===== src/hdl/ldcd_pkg.sv =====
`timescale 1ns / 1ps
`default_nettype none
package ldcd_pkg;

  typedef enum logic [1:0] {
    OP_START = 2'd0,
    OP_CMD   = 2'd1,
    OP_DATA  = 2'd2,
    OP_STOP  = 2'd3
  } op_t;

  typedef enum logic [2:0] {
    RPT_DATA_CMD = 3'd0,
    RPT_DISP_CMD = 3'd1,
    RPT_ADDR_CMD = 3'd2,
    RPT_DIGIT    = 3'd3,
    RPT_TEXT     = 3'd4
  } report_kind_t;

  localparam logic [1:0] CMD_TOP_DATA = 2'b01;
  localparam logic [1:0] CMD_TOP_DISP = 2'b10;
  localparam logic [1:0] CMD_TOP_ADDR = 2'b11;

  localparam logic [1:0] PM_NONE  = 2'd0;
  localparam logic [1:0] PM_DOT   = 2'd1;
  localparam logic [1:0] PM_COLON = 2'd2;

  localparam logic [6:0] CHAR_DOT     = 7'h2E;
  localparam logic [6:0] CHAR_COLON   = 7'h3A;
  localparam logic [6:0] CHAR_UNKNOWN = 7'h3F;

  localparam logic [3:0] POS_MAX = 4'hF;

  localparam int FONT_SIZE = 35;

  localparam logic [6:0] GLYPH_SEGS [FONT_SIZE] = '{
    7'h00, 7'h20, 7'h40, 7'h3F, 7'h06, 7'h5B, 7'h4F, 7'h66, 7'h6D, 7'h7D, 7'h07, 7'h7F,
    7'h6F, 7'h77, 7'h7C, 7'h39, 7'h5E, 7'h79, 7'h71, 7'h76, 7'h30, 7'h0E, 7'h38, 7'h54,
    7'h5C, 7'h73, 7'h50, 7'h78, 7'h3E, 7'h0F, 7'h08, 7'h58, 7'h74, 7'h10, 7'h1C
  };

  localparam logic [6:0] GLYPH_CHARS [FONT_SIZE] = '{
    7'h20, 7'h27, 7'h2D, 7'h30, 7'h31, 7'h32, 7'h33, 7'h34, 7'h35, 7'h36, 7'h37, 7'h38,
    7'h39, 7'h41, 7'h62, 7'h43, 7'h64, 7'h45, 7'h46, 7'h48, 7'h49, 7'h4A, 7'h4C, 7'h6E,
    7'h6F, 7'h50, 7'h72, 7'h74, 7'h55, 7'h5D, 7'h5F, 7'h63, 7'h68, 7'h69, 7'h75
  };

  typedef struct packed {
    report_kind_t kind;
    logic [7:0]   data;
    logic [6:0]   glyph;
    logic [1:0]   point_mark;
  } ldcd_item_t;

  typedef struct packed {
    report_kind_t kind;
    logic         test_mode;
    logic         fixed_addressing;
    logic         read_access;
    logic         display_on;
    logic [2:0]   contrast_level;
    logic [3:0]   digit_position;
    logic [7:0]   segment_mask;
    logic [6:0]   char_code;
    logic [1:0]   point_mark;
    logic         last;
  } ldcd_result_t;

  function automatic logic [6:0] glyph_of(input logic [6:0] segs);
    logic [6:0] ch;
    ch = CHAR_UNKNOWN;
    for (int i = FONT_SIZE - 1; i >= 0; i--) begin
      if (GLYPH_SEGS[i] == segs) begin
        ch = GLYPH_CHARS[i];
      end
    end
    return ch;
  endfunction

endpackage
`default_nettype wire


===== src/hdl/ldcd_front.sv =====
`timescale 1ns / 1ps
`default_nettype none
module ldcd_front
  import ldcd_pkg::*;
(
  input  wire logic       clk,
  input  wire logic       rst_n,
  input  wire logic       point_as_colon,
  input  wire logic       in_tvalid,
  output logic            in_tready,
  input  wire logic [7:0] in_tdata,
  input  wire logic [1:0] in_tuser,
  input  wire logic       q_full,
  output logic            push,
  output ldcd_item_t      push_item
);

  logic       valid_r, valid_nxt;
  ldcd_item_t item_r;
  ldcd_item_t cls_item;
  logic       cls_valid;
  logic       take;

  always_comb begin
    cls_valid        = 1'b0;
    cls_item         = '0;
    cls_item.data    = in_tdata;
    cls_item.glyph   = glyph_of(in_tdata[6:0]);
    cls_item.point_mark = in_tdata[7] ? (point_as_colon ? PM_COLON : PM_DOT) : PM_NONE;
    case (in_tuser)
      OP_CMD: begin
        case (in_tdata[7:6])
          CMD_TOP_DATA: begin
            cls_valid     = 1'b1;
            cls_item.kind = RPT_DATA_CMD;
          end
          CMD_TOP_DISP: begin
            cls_valid     = 1'b1;
            cls_item.kind = RPT_DISP_CMD;
          end
          CMD_TOP_ADDR: begin
            cls_valid     = 1'b1;
            cls_item.kind = RPT_ADDR_CMD;
          end
          default: begin
            cls_valid = 1'b0;
          end
        endcase
      end
      OP_DATA: begin
        cls_valid     = 1'b1;
        cls_item.kind = RPT_DIGIT;
      end
      OP_STOP: begin
        cls_valid     = 1'b1;
        cls_item.kind = RPT_TEXT;
      end
      default: begin
        cls_valid = 1'b0;
      end
    endcase
  end

  assign in_tready = !valid_r || !q_full;
  assign take      = in_tvalid && in_tready;
  assign push      = valid_r && !q_full;
  assign push_item = item_r;
  assign valid_nxt = take ? cls_valid : (valid_r && !push);

  always_ff @(posedge clk) begin
    if (!rst_n) begin
      valid_r <= 1'b0;
    end else begin
      valid_r <= valid_nxt;
    end
  end

  always_ff @(posedge clk) begin
    if (take) begin
      item_r <= cls_item;
    end
  end

endmodule
`default_nettype wire


===== src/hdl/ldcd_queue.sv =====
`timescale 1ns / 1ps
`default_nettype none
module ldcd_queue
  import ldcd_pkg::*;
(
  input  wire logic       clk,
  input  wire logic       rst_n,
  input  wire logic       push,
  input  ldcd_item_t      push_item,
  output logic            full,
  input  wire logic       pop,
  output logic            head_valid,
  output ldcd_item_t      head
);

  ldcd_item_t entry_r [2];
  logic       wr_ptr_r, wr_ptr_nxt;
  logic       rd_ptr_r, rd_ptr_nxt;
  logic [1:0] count_r, count_nxt;

  assign full       = (count_r == 2'd2);
  assign head_valid = (count_r != 2'd0);
  assign head       = entry_r[rd_ptr_r];

  always_comb begin
    wr_ptr_nxt = push ? ~wr_ptr_r : wr_ptr_r;
    rd_ptr_nxt = pop ? ~rd_ptr_r : rd_ptr_r;
    count_nxt  = count_r + {1'b0, push} - {1'b0, pop};
  end

  always_ff @(posedge clk) begin
    if (!rst_n) begin
      wr_ptr_r <= 1'b0;
      rd_ptr_r <= 1'b0;
      count_r  <= 2'd0;
    end else begin
      wr_ptr_r <= wr_ptr_nxt;
      rd_ptr_r <= rd_ptr_nxt;
      count_r  <= count_nxt;
    end
  end

  always_ff @(posedge clk) begin
    if (push) begin
      entry_r[wr_ptr_r] <= push_item;
    end
  end

endmodule
`default_nettype wire


===== src/hdl/ldcd_back.sv =====
`timescale 1ns / 1ps
`default_nettype none
module ldcd_back
  import ldcd_pkg::*;
#(
  parameter int TEXT_DEPTH = 16
) (
  input  wire logic  clk,
  input  wire logic  rst_n,
  input  wire logic  head_valid,
  input  ldcd_item_t head,
  output logic       pop,
  input  wire logic  out_ready,
  output logic       out_valid,
  output ldcd_result_t out_result
);

  localparam int AW = $clog2(TEXT_DEPTH);
  localparam int LW = $clog2(TEXT_DEPTH + 1);

  typedef enum logic [1:0] {
    ST_IDLE,
    ST_POINT,
    ST_DRAIN_RD,
    ST_DRAIN_OUT
  } state_t;

  state_t       state_r, state_nxt;
  logic         out_valid_r, out_valid_nxt;
  ldcd_result_t res_r, res_nxt;
  logic         auto_r, auto_nxt;
  logic [3:0]   pos_r, pos_nxt;
  logic [LW-1:0] len_r, len_nxt;
  logic [AW-1:0] idx_r, idx_nxt;
  logic [6:0]   point_char_r, point_char_nxt;

  logic [6:0]   text_mem [TEXT_DEPTH];
  logic [6:0]   rd_data_r;
  logic         mem_we;
  logic [6:0]   mem_wdata;
  logic         out_free;
  logic         store_full;
  logic         drain_last;

  assign out_free   = !out_valid_r || out_ready;
  assign store_full = (len_r == LW'(TEXT_DEPTH));
  assign drain_last = ((LW'(idx_r) + LW'(1)) == len_r);
  assign out_valid  = out_valid_r;
  assign out_result = res_r;

  always_comb begin
    state_nxt      = state_r;
    out_valid_nxt  = out_valid_r && !out_ready;
    res_nxt        = res_r;
    auto_nxt       = auto_r;
    pos_nxt        = pos_r;
    len_nxt        = len_r;
    idx_nxt        = idx_r;
    point_char_nxt = point_char_r;
    pop            = 1'b0;
    mem_we         = 1'b0;
    mem_wdata      = head.glyph;
    case (state_r)
      ST_IDLE: begin
        if (head_valid && out_free) begin
          pop     = 1'b1;
          res_nxt = '0;
          res_nxt.kind = head.kind;
          res_nxt.last = 1'b1;
          case (head.kind)
            RPT_DATA_CMD: begin
              out_valid_nxt            = 1'b1;
              res_nxt.test_mode        = head.data[3];
              res_nxt.fixed_addressing = head.data[2];
              res_nxt.read_access      = head.data[1];
              auto_nxt                 = ~head.data[2];
            end
            RPT_DISP_CMD: begin
              out_valid_nxt          = 1'b1;
              res_nxt.display_on     = head.data[3];
              res_nxt.contrast_level = head.data[2:0];
            end
            RPT_ADDR_CMD: begin
              out_valid_nxt          = 1'b1;
              pos_nxt                = {1'b0, head.data[2:0]} + 4'd1;
              res_nxt.digit_position = {1'b0, head.data[2:0]} + 4'd1;
            end
            RPT_DIGIT: begin
              out_valid_nxt          = 1'b1;
              res_nxt.digit_position = pos_r;
              res_nxt.segment_mask   = head.data;
              res_nxt.char_code      = head.glyph;
              res_nxt.point_mark     = head.point_mark;
              if (!store_full) begin
                mem_we  = 1'b1;
                len_nxt = len_r + LW'(1);
              end
              if (head.point_mark != PM_NONE) begin
                point_char_nxt = (head.point_mark == PM_COLON) ? CHAR_COLON : CHAR_DOT;
                state_nxt      = ST_POINT;
              end
              if (auto_r && (pos_r != POS_MAX)) begin
                pos_nxt = pos_r + 4'd1;
              end
            end
            RPT_TEXT: begin
              res_nxt = res_r;
              if (len_r != '0) begin
                idx_nxt   = '0;
                state_nxt = ST_DRAIN_RD;
              end
            end
            default: begin
              res_nxt = res_r;
            end
          endcase
        end
      end
      ST_POINT: begin
        mem_wdata = point_char_r;
        if (!store_full) begin
          mem_we  = 1'b1;
          len_nxt = len_r + LW'(1);
        end
        state_nxt = ST_IDLE;
      end
      ST_DRAIN_RD: begin
        state_nxt = ST_DRAIN_OUT;
      end
      ST_DRAIN_OUT: begin
        if (out_free) begin
          out_valid_nxt     = 1'b1;
          res_nxt           = '0;
          res_nxt.kind      = RPT_TEXT;
          res_nxt.char_code = rd_data_r;
          res_nxt.last      = drain_last;
          if (drain_last) begin
            len_nxt   = '0;
            idx_nxt   = '0;
            state_nxt = ST_IDLE;
          end else begin
            idx_nxt   = idx_r + AW'(1);
            state_nxt = ST_DRAIN_RD;
          end
        end
      end
      default: begin
        state_nxt = ST_IDLE;
      end
    endcase
  end

  always_ff @(posedge clk) begin
    if (!rst_n) begin
      state_r     <= ST_IDLE;
      out_valid_r <= 1'b0;
      auto_r      <= 1'b0;
      pos_r       <= 4'd0;
      len_r       <= '0;
      idx_r       <= '0;
    end else begin
      state_r     <= state_nxt;
      out_valid_r <= out_valid_nxt;
      auto_r      <= auto_nxt;
      pos_r       <= pos_nxt;
      len_r       <= len_nxt;
      idx_r       <= idx_nxt;
    end
    res_r        <= res_nxt;
    point_char_r <= point_char_nxt;
  end

  always_ff @(posedge clk) begin
    if (mem_we) begin
      text_mem[len_r[AW-1:0]] <= mem_wdata;
    end
    rd_data_r <= text_mem[idx_r];
  end

endmodule
`default_nettype wire


===== src/hdl/led_driver_command_decoder_top.sv =====
`timescale 1ns / 1ps
`default_nettype none
// An accepted beat passes the front register, a queue entry and the result register.
// The front end takes one beat per cycle, while the queue is not full, into a two-entry
// queue; a data beat with a point takes an extra point state, set by the single text store
// write port. A stop emits each stored character after a registered store read.
// Synchronous active-low reset empties the queue, the text store and the output register.
module led_driver_command_decoder_top
  import ldcd_pkg::*;
#(
  parameter int TEXT_DEPTH = 16
) (
  input  wire logic        clk,
  input  wire logic        rst_n,
  input  wire logic        in_tvalid,
  output logic             in_tready,
  input  wire logic [7:0]  in_tdata,   // bus_byte
  input  wire logic [1:0]  in_tuser,   // op
  output logic             out_tvalid,
  input  wire logic        out_tready,
  // test_mode, fixed_addressing, read_access, display_on, contrast_level,
  // digit_position, segment_mask, char_code, point_mark, zero padding
  output logic [31:0]      out_tdata,
  output logic [2:0]       out_tuser,  // report_kind
  output logic             out_tlast,
  input  wire logic        cfg_psel,
  input  wire logic        cfg_penable,
  input  wire logic        cfg_pwrite,
  input  wire logic [2:0]  cfg_paddr,
  input  wire logic [31:0] cfg_pwdata,
  output logic [31:0]      cfg_prdata,
  output logic             cfg_pready
);

  logic         point_as_colon_r;
  logic         q_full;
  logic         push;
  ldcd_item_t   push_item;
  logic         pop;
  logic         head_valid;
  ldcd_item_t   head;
  ldcd_result_t res;

  assign cfg_pready = 1'b1;
  assign cfg_prdata = {{31{1'b0}}, point_as_colon_r};

  always_ff @(posedge clk) begin
    if (!rst_n) begin
      point_as_colon_r <= 1'b0;
    end else if (cfg_psel && cfg_penable && cfg_pwrite && cfg_pready && !cfg_paddr[2]) begin
      point_as_colon_r <= cfg_pwdata[0];
    end
  end

  ldcd_front u_front (
    .clk            (clk),
    .rst_n          (rst_n),
    .point_as_colon (point_as_colon_r),
    .in_tvalid      (in_tvalid),
    .in_tready      (in_tready),
    .in_tdata       (in_tdata),
    .in_tuser       (in_tuser),
    .q_full         (q_full),
    .push           (push),
    .push_item      (push_item)
  );

  ldcd_queue u_queue (
    .clk        (clk),
    .rst_n      (rst_n),
    .push       (push),
    .push_item  (push_item),
    .full       (q_full),
    .pop        (pop),
    .head_valid (head_valid),
    .head       (head)
  );

  ldcd_back #(
    .TEXT_DEPTH (TEXT_DEPTH)
  ) u_back (
    .clk        (clk),
    .rst_n      (rst_n),
    .head_valid (head_valid),
    .head       (head),
    .pop        (pop),
    .out_ready  (out_tready),
    .out_valid  (out_tvalid),
    .out_result (res)
  );

  assign out_tuser = res.kind;
  assign out_tlast = res.last;
  assign out_tdata = {4'b0000, res.point_mark, res.char_code, res.segment_mask,
                      res.digit_position, res.contrast_level, res.display_on,
                      res.read_access, res.fixed_addressing, res.test_mode};

endmodule
`default_nettype wire


===== config.mk =====
export PLATFORM = sky130hd
export DESIGN_NAME = led_driver_command_decoder_top
export DESIGN_NICKNAME = d
export VERILOG_FILES = /design/src/hdl/ldcd_pkg.sv /design/src/hdl/ldcd_front.sv /design/src/hdl/ldcd_queue.sv /design/src/hdl/ldcd_back.sv /design/src/hdl/led_driver_command_decoder_top.sv
export SDC_FILE = /design/constraint.sdc
export NUM_CORES = 1
export LEC_CHECK = 0
export ABC_AREA = 1
export BUFFER_PORTS_ARGS = -buffer_cell sky130_fd_sc_hd__buf_2
export CAP_MARGIN = 30
export CORE_MARGIN = 2
export CORE_UTILIZATION = 46
export DETAILED_ROUTE_END_ITERATION = 7
export GPL_TIMING_DRIVEN = 0
export PLACE_DENSITY_LB_ADDON = 0.08
export SKIP_CTS_REPAIR_TIMING = 1
export SLEW_MARGIN = 20
export SYNTH_ARGS = -nofsm -noshare
export SYNTH_HDL_FRONTEND = slang
export SYNTH_SLANG_ARGS = --single-unit

===== constraint.sdc =====
create_clock -name clk -period 4.4 [get_ports clk]
set_clock_uncertainty 0.1 [all_clocks]
set_input_delay 0.22 -clock clk [delete_from_list [all_inputs] [get_ports clk]]
set_output_delay 0.22 -clock clk [all_outputs]
set_load 0.01 [all_outputs]

-- After elaboration in Yosys (flattened, before gate mapping)
Memory sizes are Yosys's and may differ from the RTL's. A register that Yosys moved wholly into a read port is not among the register bits.
Index checks and enable logic that the tools add are counted.
- flip-flop bits (word level): 82
- bits in latches: 0
- bits in writable memories: 152
- bits in read-only memories: 0
- output and inout port bits: 71
- memories: 2
- memories (memory ; depth ; width ; rd ports ; clocked after memory_dff ; wr ports ; line ; RTL):
    u_back.text_mem ; 16 ; 7 ; 1 ; 1 ; 1 ; ldcd_back.sv:37 ; logic [6:0] text_mem [TEXT_DEPTH];
    u_queue.entry_r ; 2 ; 20 ; 1 ; 1 ; 1 ; ldcd_queue.sv:16 ; ldcd_item_t entry_r [2];
- $add $sub $neg: 7
- multipliers: 0
- divide/modulo/power cells: 0
- magnitude comparators: 0
- equal/unequal tests: 67
- shift operators: 0
- multiplexer cells: 88
- bitwise operators: 3
- reduce and logical (&&, ||, !) cells: 47
- operator list (operator ; number):
    two-way mux 7 bit ; 23
    equality test 7 bit, first input constant ; 21
    two-way mux 5 bit ; 16
    two-way mux 32 bit ; 2
    one-hot mux 32 bit (2 select lines) ; 1
    equality test 6 x 7 -> 1 bit, first input constant ; 6
    one-hot mux 17 bit (2 select lines) ; 1
    two-way mux 4 bit ; 7
    AND reduction 4 bit ; 7
    one-hot mux 4 bit (2 select lines) ; 3
    equality test 4 x 7 -> 1 bit, first input constant ; 3
    two-way mux 1 bit ; 17
    equality test 2 bit, second input constant ; 8
    one-hot mux 5 bit (3 select lines) ; 1
    AND reduction 5 bit ; 3
    OR reduction 3 bit ; 5
    equality test 3 x 7 -> 1 bit, first input constant ; 2
    equality test 5 x 7 -> 1 bit, first input constant ; 2
    OR reduction 13 bit ; 1
    two-way mux 2 bit ; 6
    inequality test 3 bit, second input constant ; 4
    one-hot mux 4 bit (3 select lines) ; 1
    inequality test 2 x 1 -> 1 bit, second input constant ; 5
    logical AND 1 bit ; 9
    33 further kinds ; 58

-- Longest topological paths before layout
Gate-level depths: netlist of run 1.
- depth after elaboration: 35
- gate-level depth with buffers: 13
- gate-level depth less buffers: 13

-- Hierarchy
From an unflattened synthesis of run 1, not the netlist that was laid out.
- cells, all modules: 956
- area total of the unflattened synthesis: 10842.9 sq um
- modules (own cells, without submodules) (module ; instances ; cells an instance ; area an instance (sq um) ; sequential area each (sq um)):
    ldcd_back ; 1 ; 628 ; 7350.8 ; 4864.7
    ldcd_queue ; 1 ; 95 ; 1749.2 ; 1301.2
    ldcd_front ; 1 ; 184 ; 1398.8 ; 620.6
    led_driver_command_decoder_top ; 1 ; 49 ; 344.1 ; 20.0

-- Worst setup path after synthesis of run 1
OpenSTA, ideal clock, no wires.
- kind: register -> register
- from: register u_back.state_r[0]
- to: register u_back.res_r, in the netlist u_back.out_result[0], enable pin
- library setup time: 0.407 ns
- arrival time: 2.118 ns
- data required time: 3.893 ns
- path slack: 1.775 ns
- stages on the path, launching flop included: 7
- path buffers: 0
- cell sequence: dfxtp_1 inv_1 ha_1 inv_1 nand2_1 o21ai_0 nor2_1
- cells in the longest elaborated chain, start to end: 3
- elaborated cells on any way between the ends: 7
- ends and longest elaborated chain (what ; line ; RTL):
    from (decl) ; ldcd_back.sv:28 ; state_t state_r, state_nxt;
    from (signal assigned) ; ldcd_back.sv:162 ; state_r <= state_nxt;
    equality test 2 bit or logical NOT 2 bit (tied branches) ; ldcd_back.sv:63 ; case (state_r)
    inequality test 2 x 1 -> 1 bit (no source line), or another cell as far along ; - ;
    AND reduction 4 bit (no source line) (*) ; - ;
    to (signal assigned) ; ldcd_back.sv:169 ; res_r <= res_nxt;
    to (decl) ; ldcd_back.sv:30 ; ldcd_result_t res_r, res_nxt;
Every way passes the cells marked *; elsewhere a longest branch is shown, timed or not.
A chain may end at the register's enable or synchronous reset.

-- Final worst setup path of run 1
- from: register u_back.state_r[0]
- to: memory u_back.text_mem[12][6], enable pin
- cells in the longest elaborated chain, start to end: 4
- elaborated cells on any way between the ends: 5
- ends and longest elaborated chain (what ; line ; RTL):
    equality test 2 x 1 -> 1 bit or logical NOT 2 bit (tied branches) ; ldcd_back.sv:63 ;
    one-hot mux 1 bit (2 select lines) (*) ; ldcd_back.sv:63 ;
    two-way mux 1 bit (*) ; ldcd_back.sv:174 ; if (mem_we) begin
    two-way mux 1 bit (implied by the code) (*) ; ldcd_back.sv:175 ; text_mem[len_r[AW-1:0]] <= mem_wdata;
    to (decl) ; ldcd_back.sv:37 ;
Marks and branches as above.

==> impl_metrics.prom, run 1 <==
# TYPE chip_impl_metric gauge
chip_impl_metric{name="number_of_clock_buffers_inserted_by_tritoncts",unit=""} 25
chip_impl_metric{name="overflow",unit=""} 0
chip_impl_metric{name="initial_antenna_violation_count",unit=""} 0
chip_impl_metric{name="met2_usage",unit=""} 0.319
chip_impl_metric{name="cts.sink_count",unit=""} 237
chip_impl_metric{name="preCtsSetupSlack",unit="ns"} 1.45
chip_impl_metric{name="vias_per_cell",unit=""} 5.28
chip_impl_metric{name="synth_area",unit="µm²"} 10500
chip_impl_metric{name="number_of_slew_limit_violations_in_the_final_report",unit=""} 0
chip_impl_metric{name="placement.io_buffers",unit=""} 53
chip_impl_metric{name="power.ir.vdd_worst",unit="mV"} 0.292
chip_impl_metric{name="finalInstanceArea",unit="µm²"} 12200
chip_impl_metric{name="initial_core_util",unit=""} 0.466
chip_impl_metric{name="avgSynthCellArea",unit="µm²"} 11.4
chip_impl_metric{name="design.final.nets",unit=""} 1120
chip_impl_metric{name="hold-worst-slack",unit="ns"} 0.0260
chip_impl_metric{name="global_route.usage.met1",unit=""} 0.316
chip_impl_metric{name="hpwl",unit="mm"} 17.2
chip_impl_info{name="outcome",value="complete, no violations"} 1
chip_impl_metric{name="signed_area_change_from_the_synthesized_netlist_to_the_final_layout",unit="%"} 16.6
chip_impl_metric{name="critical_path_required",unit="ns"} 4.53
chip_impl_metric{name="yosys_warnings",unit=""} 0
chip_impl_metric{name="antenna-diode-count",unit=""} 0
chip_impl_info{name="rsz0062_at_grt",value="no"} 1
chip_impl_metric{name="drc",unit=""} 0
chip_impl_metric{name="relSlewSlack",unit=""} 0.427
chip_impl_metric{name="router_iterations_before_antenna_repair",unit=""} 5
chip_impl_metric{name="clock_tree.buffer_depth",unit=""} 3
chip_impl_metric{name="dpl_cell_area",unit="µm²"} 11300
chip_impl_info{name="endpoint_kind",value="flop"} 1
chip_impl_info{name="dominant_synthesized_flop_cell",value="sky130_fd_sc_hd__edfxtp_1"} 1
chip_impl_metric{name="vias",unit=""} 7156
chip_impl_metric{name="ys_seq_area_frac",unit=""} 0.650
chip_impl_metric{name="cp_data_arrival_time",unit="ns"} 3.06
chip_impl_metric{name="ys_async_sr_fraction",unit=""} 0
chip_impl_metric{name="grt_first_pass_wirelength",unit="mm"} 38.3
chip_impl_metric{name="clk_latency",unit="ns"} 0.52
chip_impl_info{name="busiest_layer",value="met2"} 1
chip_impl_metric{name="ioPinCount",unit=""} 123
chip_impl_info{name="critPathKind",value="flop to flop"} 1
chip_impl_metric{name="die_width",unit="µm"} 155
chip_impl_info{name="holdCritPathClass",value="input port to flop"} 1
chip_impl_metric{name="final.setup.worst_slack",unit="ns"} 1.47
chip_impl_metric{name="synth_enable_flop_cells",unit=""} 206
chip_impl_metric{name="placement_rows",unit=""} 55
chip_impl_metric{name="wl",unit="mm"} 24.8
chip_impl_info{name="final_cell_mix",value="sky130_fd_sc_hd__edfxtp_1 (206), sky130_fd_sc_hd__nor2_1 (125), sky130_fd_sc_hd__nand2_1 (111)"} 1
chip_impl_metric{name="grt_start_max_net_pins",unit=""} 21
chip_impl_metric{name="maxClockFrequency",unit="MHz"} 341
chip_impl_info{name="worst_setup_path_start_kind",value="flop"} 1
chip_impl_metric{name="setup_tns",unit="ns"} 0
chip_impl_metric{name="final_period_minus_worst_setup_slack",unit="ns"} 2.93
chip_impl_info{name="buffer_cell_driving_the_clock_tree_root",value="sky130_fd_sc_hd__clkbuf_16"} 1
chip_impl_metric{name="wl_per_cell",unit="µm"} 18.3
chip_impl_metric{name="synth_cells",unit=""} 922
chip_impl_metric{name="cts-htree-levels",unit=""} 1
chip_impl_metric{name="finalHoldViolations",unit=""} 0
chip_impl_metric{name="yosysUniqueCellTypes",unit=""} 45
chip_impl_metric{name="setup_viol",unit=""} 0
chip_impl_metric{name="final_gp_congestion",unit=""} 0.893
chip_impl_metric{name="design.die.area",unit="µm²"} 24000
chip_impl_metric{name="p_leak",unit="µW"} 0.00462
chip_impl_metric{name="fraction_of_final_layout_cells_sized_beyond_drive_strength_1",unit=""} 0.164
chip_impl_info{name="tritoncts_clock_tree",value="built"} 1
chip_impl_metric{name="grt.met3_usage",unit=""} 0.0253
chip_impl_metric{name="worst_pin_slew",unit="ns"} 0.851
chip_impl_metric{name="grt_pass1_vias",unit=""} 6773
chip_impl_metric{name="die_h",unit="µm"} 155
chip_impl_metric{name="power.density",unit="nW/µm²"} 552
chip_impl_metric{name="placeableCoreArea",unit="µm²"} 22500
chip_impl_metric{name="initialDrtViolationCount",unit=""} 598
chip_impl_metric{name="clk_transition_reported_paths",unit="ns"} 0.06
chip_impl_metric{name="timing.max_cap.violations",unit=""} 0
chip_impl_metric{name="detail-route-antenna-nets",unit=""} 0
chip_impl_info{name="layout_commonest_cell",value="sky130_fd_sc_hd__edfxtp_1"} 1
chip_impl_metric{name="layout_worst_path_cycle_share",unit=""} 0.667
chip_impl_metric{name="grt_usage",unit=""} 0.207
chip_impl_metric{name="postSynthRegisterBits",unit=""} 237
chip_impl_metric{name="worstPathMaxFanout",unit=""} 8
-- cells in the mapped netlist (2+ instances only) --
library cell,instances,area [µm²]
sky130_fd_sc_hd__edfxtp_1,206,6190
sky130_fd_sc_hd__nor2_1,130,488
sky130_fd_sc_hd__nand2_1,111,417
sky130_fd_sc_hd__inv_1,68,255
sky130_fd_sc_hd__o21ai_0,61,305
sky130_fd_sc_hd__nand3_1,42,210
sky130_fd_sc_hd__buf_4,39,293
sky130_fd_sc_hd__dfxtp_1,31,621
sky130_fd_sc_hd__a21oi_1,30,150
sky130_fd_sc_hd__mux2i_1,29,290
sky130_fd_sc_hd__clkbuf_1,20,75.1
sky130_fd_sc_hd__o221ai_1,20,175
sky130_fd_sc_hd__nor3_1,17,85.1
sky130_fd_sc_hd__nand4_1,15,93.8
sky130_fd_sc_hd__ha_1,13,163
sky130_fd_sc_hd__o211ai_1,9,67.6
sky130_fd_sc_hd__xor2_1,9,78.8
sky130_fd_sc_hd__inv_2,8,30.0
sky130_fd_sc_hd__buf_2,7,35.0
sky130_fd_sc_hd__o32ai_1,7,61.3
sky130_fd_sc_hd__nand2_4,4,45.0
sky130_fd_sc_hd__nor2_2,4,25.0
sky130_fd_sc_hd__nand2_2,3,18.8
sky130_fd_sc_hd__nor2_4,3,33.8
sky130_fd_sc_hd__nor3b_1,3,22.5
sky130_fd_sc_hd__o21ai_2,3,26.3
sky130_fd_sc_hd__o22ai_1,3,18.8
sky130_fd_sc_hd__or2_2,3,18.8
sky130_fd_sc_hd__buf_6,2,22.5
sky130_fd_sc_hd__conb_1,2,7.51
sky130_fd_sc_hd__nor4_1,2,12.5
sky130_fd_sc_hd__o21a_1,2,15.0
sky130_fd_sc_hd__o21ai_1,2,10.0
sky130_fd_sc_hd__o31ai_1,2,15.0
sky130_fd_sc_hd__xnor2_1,2,17.5
-- cell families after synthesis --
| kind of cell | count (synthesis) | synth area share |
|---|---|---|
| AND/OR/NAND/NOR | 339 | 0.142 |
| flip-flops | 237 | 0.650 |
| buffers and inverters | 146 | 0.0687 |
| AO/OA/AOI/OAI | 145 | 0.0868 |
| multiplexers | 29 | 0.0277 |
| adder cells (fa/ha/maj) | 13 | 0.0155 |
| XOR/XNOR | 11 | 0.00919 |
| other | 2 | 0.000717 |
-- final cells by class --
type,instances,area (µm²)
plain buffers,68,425
clock buffers,37,691
clock inverters,6,50.0
fillers,1969,10300
inverters,78,294
multi-input cells,573,3120
flip-flops and latches,237,6810
well taps,285,357
repair buffers,72,477
-- metrics by stage --
stage	cells	total power, µW	utilization
after CTS	1341	6780	0.536
after floorplan	956	4170	-
after global routing	1356	7060	0.543
after detailed placement	1298	4840	0.503
final	1356	6740	0.543
after global placement	1294	4760	0.499
-- sequential cells by signal (all words and copies together) (netlist names), 4 cells and up, named ones only --
| name | count |
|---|---|
| u_back.out_result | 32 |
| u_back.rd_data_r | 7 |
| u_front.push_item | 20 |
| u_back.len_r | 5 |
| u_back.pos_r | 4 |
| u_back.text_mem | 112 |
| u_back.idx_r | 4 |
| u_queue.entry_r | 40 |
-- worst max-delay path, stage by stage, from the launching register on --
cell	delay, ns
sky130_fd_sc_hd__dfxtp_1	0.33
sky130_fd_sc_hd__inv_1	0.11
sky130_fd_sc_hd__ha_1	0.31
sky130_fd_sc_hd__inv_1	0.18
sky130_fd_sc_hd__nor2_2	0.33
sky130_fd_sc_hd__nand2_1	0.14
sky130_fd_sc_hd__a21oi_2	0.22
sky130_fd_sc_hd__inv_1	0.15
sky130_fd_sc_hd__nor3_1	0.52
sky130_fd_sc_hd__buf_4	0.26
-- where the power goes --
part / switching [µW] / total (µW) / internal [µW]
clock: 807 / 1940 / 1130
sequential: 110 / 3100 / 2990
combinational: 1200 / 1700 / 503
-- layer usage --
layer | wire length, µm | vias to the layer above
met5 | 0 | -
met4 | 284 | 0
met3 | 1450 | 23
met2 | 11300 | 223
met1 | 11800 | 3464
li1 | - | 3446
-- final timing paths --
| check | from | end | slack, ns | cells after the start |
|---|---|---|---|---|
| worst min-delay path | in_tuser[1] | u_front.valid_r | 0.03 | 3 |
| worst min register to register | u_front.push_item[6] | u_queue.entry_r[0][6] | 0.34 | 0 |
| worst max-delay path | u_back.state_r[0] | u_back.text_mem[12][6] | 1.47 | 9 |
| worst max register to register | u_back.state_r[0] | u_back.text_mem[12][6] | 1.47 | 9 |
Note: power is estimated with default switching activity, not from simulation.
==> inputs of run 2 (changes only) <==
- clock period: 4.4 -> 2.8 ns (I/O delays scaled with it)
==> impl_metrics.prom, run 2 (same netlist as run 1, synthesis figures left out) <==
# TYPE chip_impl_metric gauge
chip_impl_info{name="outcome",value="complete, no violations"} 1
chip_impl_info{name="endpoint_kind",value="flop"} 1
chip_impl_metric{name="regArea",unit="µm²"} 6810
chip_impl_metric{name="antenna-diode-count",unit=""} 0
chip_impl_metric{name="worst_pin_slew",unit="ns"} 0.901
chip_impl_info{name="holdCritPathClass",value="input port to flop"} 1
chip_impl_metric{name="reg2regPathDepth",unit=""} 8
chip_impl_metric{name="cts-htree-levels",unit=""} 1
chip_impl_metric{name="grt_usage",unit=""} 0.207
chip_impl_metric{name="signed_area_change_from_the_synthesized_netlist_to_the_final_layout",unit="%"} 18.1
chip_impl_metric{name="number_of_fill_cells_in_the_layout",unit=""} 1951
chip_impl_info{name="critPathKind",value="flop to flop"} 1
chip_impl_metric{name="placement_rows",unit=""} 55
chip_impl_metric{name="whs_path_depth",unit=""} 4
chip_impl_metric{name="vias_per_cell",unit=""} 5.25
chip_impl_metric{name="die_width",unit="µm"} 155
chip_impl_metric{name="wl_per_cell",unit="µm"} 18.3
chip_impl_metric{name="final_period_minus_worst_setup_slack",unit="ns"} 2.65
chip_impl_metric{name="overflow",unit=""} 0
chip_impl_metric{name="r2r_setup_slk",unit="ns"} 0.15
chip_impl_metric{name="design.final.nets",unit=""} 1124
chip_impl_metric{name="multiInputGateArea",unit="µm²"} 3220
chip_impl_info{name="tritoncts_clock_tree",value="built"} 1
chip_impl_metric{name="clk_transition_reported_paths",unit="ns"} 0.06
chip_impl_metric{name="final.setup.worst_slack",unit="ns"} 0.145
chip_impl_metric{name="hpwl",unit="mm"} 17.2
chip_impl_info{name="worst_setup_path_start_kind",value="flop"} 1
chip_impl_metric{name="ioPinCount",unit=""} 123
chip_impl_metric{name="cts.sink_count",unit=""} 237
chip_impl_metric{name="maxClockFrequency",unit="MHz"} 377
chip_impl_metric{name="initial_core_util",unit=""} 0.466
chip_impl_metric{name="initialDrtViolationCount",unit=""} 613
chip_impl_metric{name="power.ir.vdd_worst",unit="mV"} 0.459
chip_impl_metric{name="drc",unit=""} 0
chip_impl_metric{name="cp_data_arrival_time",unit="ns"} 2.75
chip_impl_metric{name="hold-worst-slack",unit="ns"} 0.00724
chip_impl_metric{name="placeableCoreArea",unit="µm²"} 22500
chip_impl_metric{name="grt_pass1_vias",unit=""} 6773
chip_impl_metric{name="critical_path_required",unit="ns"} 2.89
chip_impl_metric{name="preCtsSetupSlack",unit="ns"} -0.154
chip_impl_metric{name="design.die.area",unit="µm²"} 24000
chip_impl_metric{name="power.density",unit="nW/µm²"} 860
chip_impl_metric{name="final_cell_count_no_fill",unit=""} 1360
chip_impl_metric{name="die_h",unit="µm"} 155
chip_impl_metric{name="grt_first_pass_wirelength",unit="mm"} 38.3
chip_impl_metric{name="grt_start_max_net_pins",unit=""} 21
chip_impl_metric{name="placement.io_buffers",unit=""} 53
chip_impl_metric{name="vias",unit=""} 7146
chip_impl_metric{name="layout_worst_path_cycle_share",unit=""} 0.948
chip_impl_metric{name="fraction_of_final_layout_cells_sized_beyond_drive_strength_1",unit=""} 0.179
chip_impl_info{name="buffer_cell_driving_the_clock_tree_root",value="sky130_fd_sc_hd__clkbuf_16"} 1
chip_impl_metric{name="finalHoldViolations",unit=""} 0
chip_impl_metric{name="setup_viol",unit=""} 0
chip_impl_metric{name="dp.cells",unit=""} 1298
chip_impl_metric{name="global_route.usage.met1",unit=""} 0.316
chip_impl_info{name="rsz0062_at_grt",value="yes"} 1
chip_impl_info{name="final_cell_mix",value="sky130_fd_sc_hd__edfxtp_1 (206), sky130_fd_sc_hd__nor2_1 (112), sky130_fd_sc_hd__nand2_1 (111)"} 1
chip_impl_metric{name="worstPathMaxFanout",unit=""} 8
chip_impl_metric{name="p_leak",unit="µW"} 0.00465
chip_impl_metric{name="timing.max_cap.violations",unit=""} 0
chip_impl_metric{name="wl",unit="mm"} 24.9
chip_impl_metric{name="clk_latency",unit="ns"} 0.52
chip_impl_metric{name="relSlewSlack",unit=""} 0.398
chip_impl_metric{name="largest_register_ffs",unit=""} 112
chip_impl_metric{name="number_of_clock_buffers_inserted_by_tritoncts",unit=""} 25
chip_impl_metric{name="router_iterations_before_antenna_repair",unit=""} 5
chip_impl_metric{name="clock_tree.buffer_depth",unit=""} 3
chip_impl_info{name="layout_commonest_cell",value="sky130_fd_sc_hd__edfxtp_1"} 1
chip_impl_metric{name="met2_usage",unit=""} 0.319
chip_impl_metric{name="final_gp_congestion",unit=""} 0.893
chip_impl_metric{name="initial_antenna_violation_count",unit=""} 0
chip_impl_metric{name="setup_tns",unit="ns"} 0
chip_impl_metric{name="number_of_slew_limit_violations_in_the_final_report",unit=""} 0
chip_impl_info{name="busiest_layer",value="met2"} 1
chip_impl_metric{name="grt.met3_usage",unit=""} 0.0253
chip_impl_metric{name="detail-route-antenna-nets",unit=""} 0
[run 2: cell count changes in the layout (fill, tap and decap cells not counted)]
cell	previous run	this run
sky130_fd_sc_hd__nor2_1	125	112
sky130_fd_sc_hd__nor2_4	4	13
sky130_fd_sc_hd__nor2_2	8	12
sky130_fd_sc_hd__nor3_4	0	3
sky130_fd_sc_hd__buf_12	0	2
sky130_fd_sc_hd__dlygate4sd3_1	15	17
sky130_fd_sc_hd__nor3_2	2	0
sky130_fd_sc_hd__nor3_1	15	14
[run 2: per-layer routing]
layer  routed length [µm]  part of all wire  vias to the layer above
li1                     -                 -                     3458
met1                11900              0.48                     3435
met2                11300              0.45                      224
met3                 1400             0.056                       29
met4                  328             0.013                        0
met5                    0                 0                        -
[run 2: metrics by stage]
| step | cell area (µm²) | util | total power (µW) |
|---|---|---|---|
| floorplan | 10600 | - | 6560 |
| global route | 12400 | 0.550 | 11200 |
| finish | 12400 | 0.550 | 10600 |
| detailed placement | 11300 | 0.503 | 7610 |
| global placement | 11200 | 0.499 | 7470 |
| CTS | 12100 | 0.536 | 10600 |
[run 2: critical path: stages, from the launching register on]
cell	delay, ns
sky130_fd_sc_hd__dfxtp_1	0.33
sky130_fd_sc_hd__inv_1	0.10
sky130_fd_sc_hd__ha_1	0.31
sky130_fd_sc_hd__inv_1	0.20
sky130_fd_sc_hd__nor2_4	0.24
sky130_fd_sc_hd__nand2_1	0.12
sky130_fd_sc_hd__a21oi_2	0.22
sky130_fd_sc_hd__nand2_1	0.36
sky130_fd_sc_hd__nor2_4	0.36
[run 2: final timing paths]
check                                        endpoint                 start
worst max-delay path            u_back.text_mem[5][5]     u_back.state_r[0]
worst min-delay path            u_front.push_item[17]           in_tuser[1]
worst max register to register  u_back.text_mem[5][5]     u_back.state_r[0]
worst min register to register  u_queue.entry_r[0][6]  u_front.push_item[6]
[run 2: final cells by class]
type	count	area share
clock buffer	37	0.0558
sequential	237	0.550
buffer	68	0.0344
tap	285	0.0288
timing repair buffer	76	0.0434
clock inverter	6	0.00404
inverter	78	0.0238
multi-input combinational	573	0.260
[run 2: power breakdown]
group / switching (µW) / internal (µW) / leakage, µW / total [µW]
Combinational: 1930 / 799 / 0.00216 / 2730
Sequential: 172 / 4700 / 0.00213 / 4870
Clock: 1260 / 1780 / 0.000359 / 3040
==> inputs of run 3 (changes only) <==
- CORE_MARGIN: 2 -> not set
- GPL_TIMING_DRIVEN: 0 -> not set
==> impl_metrics.prom, run 3 (same netlist as run 1, synthesis figures left out) <==
# TYPE chip_impl_metric gauge
chip_impl_metric{name="clock_tree.buffer_depth",unit=""} 3
chip_impl_metric{name="initial_core_util",unit=""} 0.474
chip_impl_metric{name="fraction_of_final_layout_cells_sized_beyond_drive_strength_1",unit=""} 0.156
chip_impl_info{name="rsz0062_at_grt",value="no"} 1
chip_impl_metric{name="setup_tns",unit="ns"} 0
chip_impl_metric{name="cp_data_arrival_time",unit="ns"} 2.80
chip_impl_metric{name="initial_antenna_violation_count",unit=""} 0
chip_impl_metric{name="r2r_setup_slk",unit="ns"} 0.26
chip_impl_metric{name="p_leak",unit="µW"} 0.00452
chip_impl_metric{name="whs_path_depth",unit=""} 2
chip_impl_metric{name="wl",unit="mm"} 22.9
chip_impl_metric{name="placement_rows",unit=""} 54
chip_impl_metric{name="relSlewSlack",unit=""} 0.409
chip_impl_metric{name="fin_util",unit=""} 0.545
chip_impl_metric{name="final_cell_count_no_fill",unit=""} 1320
chip_impl_info{name="layout_commonest_cell",value="sky130_fd_sc_hd__edfxtp_1"} 1
chip_impl_metric{name="worst_pin_slew",unit="ns"} 0.877
chip_impl_metric{name="grt_start_max_net_pins",unit=""} 58
chip_impl_metric{name="multiInputGateArea",unit="µm²"} 3090
chip_impl_metric{name="vias_per_cell",unit=""} 5.21
chip_impl_metric{name="power.ir.vdd_worst",unit="mV"} 0.485
chip_impl_metric{name="clk_latency",unit="ns"} 0.51
chip_impl_info{name="final_cell_mix",value="sky130_fd_sc_hd__edfxtp_1 (206), sky130_fd_sc_hd__nor2_1 (125), sky130_fd_sc_hd__nand2_1 (111)"} 1
chip_impl_metric{name="grt_pass1_vias",unit=""} 6618
chip_impl_metric{name="regArea",unit="µm²"} 6810
chip_impl_metric{name="die_width",unit="µm"} 153
chip_impl_info{name="critPathKind",value="flop to flop"} 1
chip_impl_info{name="endpoint_kind",value="flop"} 1
chip_impl_metric{name="clk_transition_reported_paths",unit="ns"} 0.06
chip_impl_metric{name="maxClockFrequency",unit="MHz"} 394
chip_impl_metric{name="hpwl",unit="mm"} 15.5
chip_impl_info{name="r2r-end",value="u_back.pos_r[2]"} 1
chip_impl_metric{name="critical_path_required",unit="ns"} 3.07
chip_impl_metric{name="cts-htree-levels",unit=""} 1
chip_impl_info{name="hp-start",value="in_tdata[7]"} 1
chip_impl_metric{name="antenna-diode-count",unit=""} 0
chip_impl_metric{name="power.density",unit="nW/µm²"} 878
chip_impl_metric{name="detail-route-antenna-nets",unit=""} 0
chip_impl_metric{name="initialDrtViolationCount",unit=""} 477
chip_impl_metric{name="placement.io_buffers",unit=""} 53
chip_impl_metric{name="drc",unit=""} 0
chip_impl_metric{name="cts.sink_count",unit=""} 237
chip_impl_info{name="holdCritPathClass",value="input port to flop"} 1
chip_impl_info{name="tritoncts_clock_tree",value="built"} 1
chip_impl_metric{name="placeableCoreArea",unit="µm²"} 22100
chip_impl_metric{name="largest_register_ffs",unit=""} 112
chip_impl_metric{name="number_of_slew_limit_violations_in_the_final_report",unit=""} 0
chip_impl_metric{name="design.final.nets",unit=""} 1088
chip_impl_metric{name="number_of_fill_cells_in_the_layout",unit=""} 1909
chip_impl_metric{name="worstPathMaxFanout",unit=""} 9
chip_impl_info{name="min_delay_worst_endpoint",value="u_front.push_item[16]"} 1
chip_impl_metric{name="total_power",unit="µW"} 10600
chip_impl_metric{name="reg2regPathDepth",unit=""} 10
chip_impl_metric{name="wl_per_cell",unit="µm"} 17.4
chip_impl_metric{name="signed_area_change_from_the_synthesized_netlist_to_the_final_layout",unit="%"} 14.9
chip_impl_metric{name="vias",unit=""} 6875
chip_impl_info{name="buffer_cell_driving_the_clock_tree_root",value="sky130_fd_sc_hd__clkbuf_16"} 1
chip_impl_metric{name="number_of_clock_buffers_inserted_by_tritoncts",unit=""} 25
chip_impl_metric{name="design.die.area",unit="µm²"} 23400
chip_impl_info{name="worst_setup_path_start_kind",value="flop"} 1
chip_impl_metric{name="dp.cells",unit=""} 1259
chip_impl_metric{name="die_h",unit="µm"} 153
chip_impl_metric{name="setup_viol",unit=""} 0
chip_impl_metric{name="finalHoldViolations",unit=""} 0
chip_impl_metric{name="final_gp_congestion",unit=""} 0.899
chip_impl_metric{name="overflow",unit=""} 0
chip_impl_info{name="outcome",value="complete, no violations"} 1
chip_impl_metric{name="grt_first_pass_wirelength",unit="mm"} 36.4
chip_impl_metric{name="ioPinCount",unit=""} 123
chip_impl_metric{name="layout_worst_path_cycle_share",unit=""} 0.906
chip_impl_metric{name="timing.max_cap.violations",unit=""} 0
chip_impl_metric{name="final_period_minus_worst_setup_slack",unit="ns"} 2.54
chip_impl_metric{name="router_iterations_before_antenna_repair",unit=""} 5
chip_impl_metric{name="grt_usage",unit=""} 0.200
run 3: report_power, final:
part           switching, µW  internal, µW  leakage (µW)
sequential               176          4700       0.00213
combinational           1840           803       0.00202
clock                   1270          1790      0.000373
total                   3280          7290       0.00452
run 3: how the worst max path moves through the flow:
| stage | start | to | slack [ns] |
|---|---|---|---|
| floorplan | u_back.state_r[0] | u_back.out_result[0] | 0.18 |
| global placement | flop | u_back.text_mem[7][0] | 0.33 |
| detailed placement | flop | u_back.pos_r[2] | 0.25 |
| CTS | flop | u_back.pos_r[2] | 0.24 |
| global route | flop | u_back.pos_r[2] | 0.06 |
| finish | flop | u_back.pos_r[2] | 0.26 |
run 3: worst max-delay path: stages (launching register included):
cell                      delay (ns)
sky130_fd_sc_hd__dfxtp_1        0.55
sky130_fd_sc_hd__inv_2          0.08
sky130_fd_sc_hd__buf_4          0.18
sky130_fd_sc_hd__or2_2          0.27
sky130_fd_sc_hd__o21ai_0        0.28
sky130_fd_sc_hd__inv_1          0.18
sky130_fd_sc_hd__ha_1           0.26
sky130_fd_sc_hd__xor2_1         0.23
sky130_fd_sc_hd__a21oi_1        0.10
sky130_fd_sc_hd__o21ai_0        0.09
sky130_fd_sc_hd__a21oi_1        0.08
run 3: routing by layer:
metal,part of all wire,vias up,wire length [µm],track usage
li1,-,3377,-,-
met1,0.48,3303,11000,0.288
met2,0.46,166,10500,0.319
met3,0.043,29,984,0.0247
met4,0.019,0,433,0.0553
met5,0,-,0,0
run 3: through the flow:
step                hold WS [ns]  setup slack, ns  cell area (µm²)
floorplan                  0.139            0.175            10600
detailed placement         0.262            0.252            11100
global placement           0.266            0.330            11100
finish                     0.284            0.263            12000
global route               0.289           0.0591            12000
CTS                       -0.267            0.235            11900
run 3: cell type report:
type | instances | share of cell area
sequential | 237 | 0.565
multi-input combinational | 573 | 0.257
timing repair buffer | 108 | 0.0612
clock buffer | 32 | 0.0566
tap | 280 | 0.0291
inverter | 78 | 0.0244
clock inverter | 12 | 0.00624
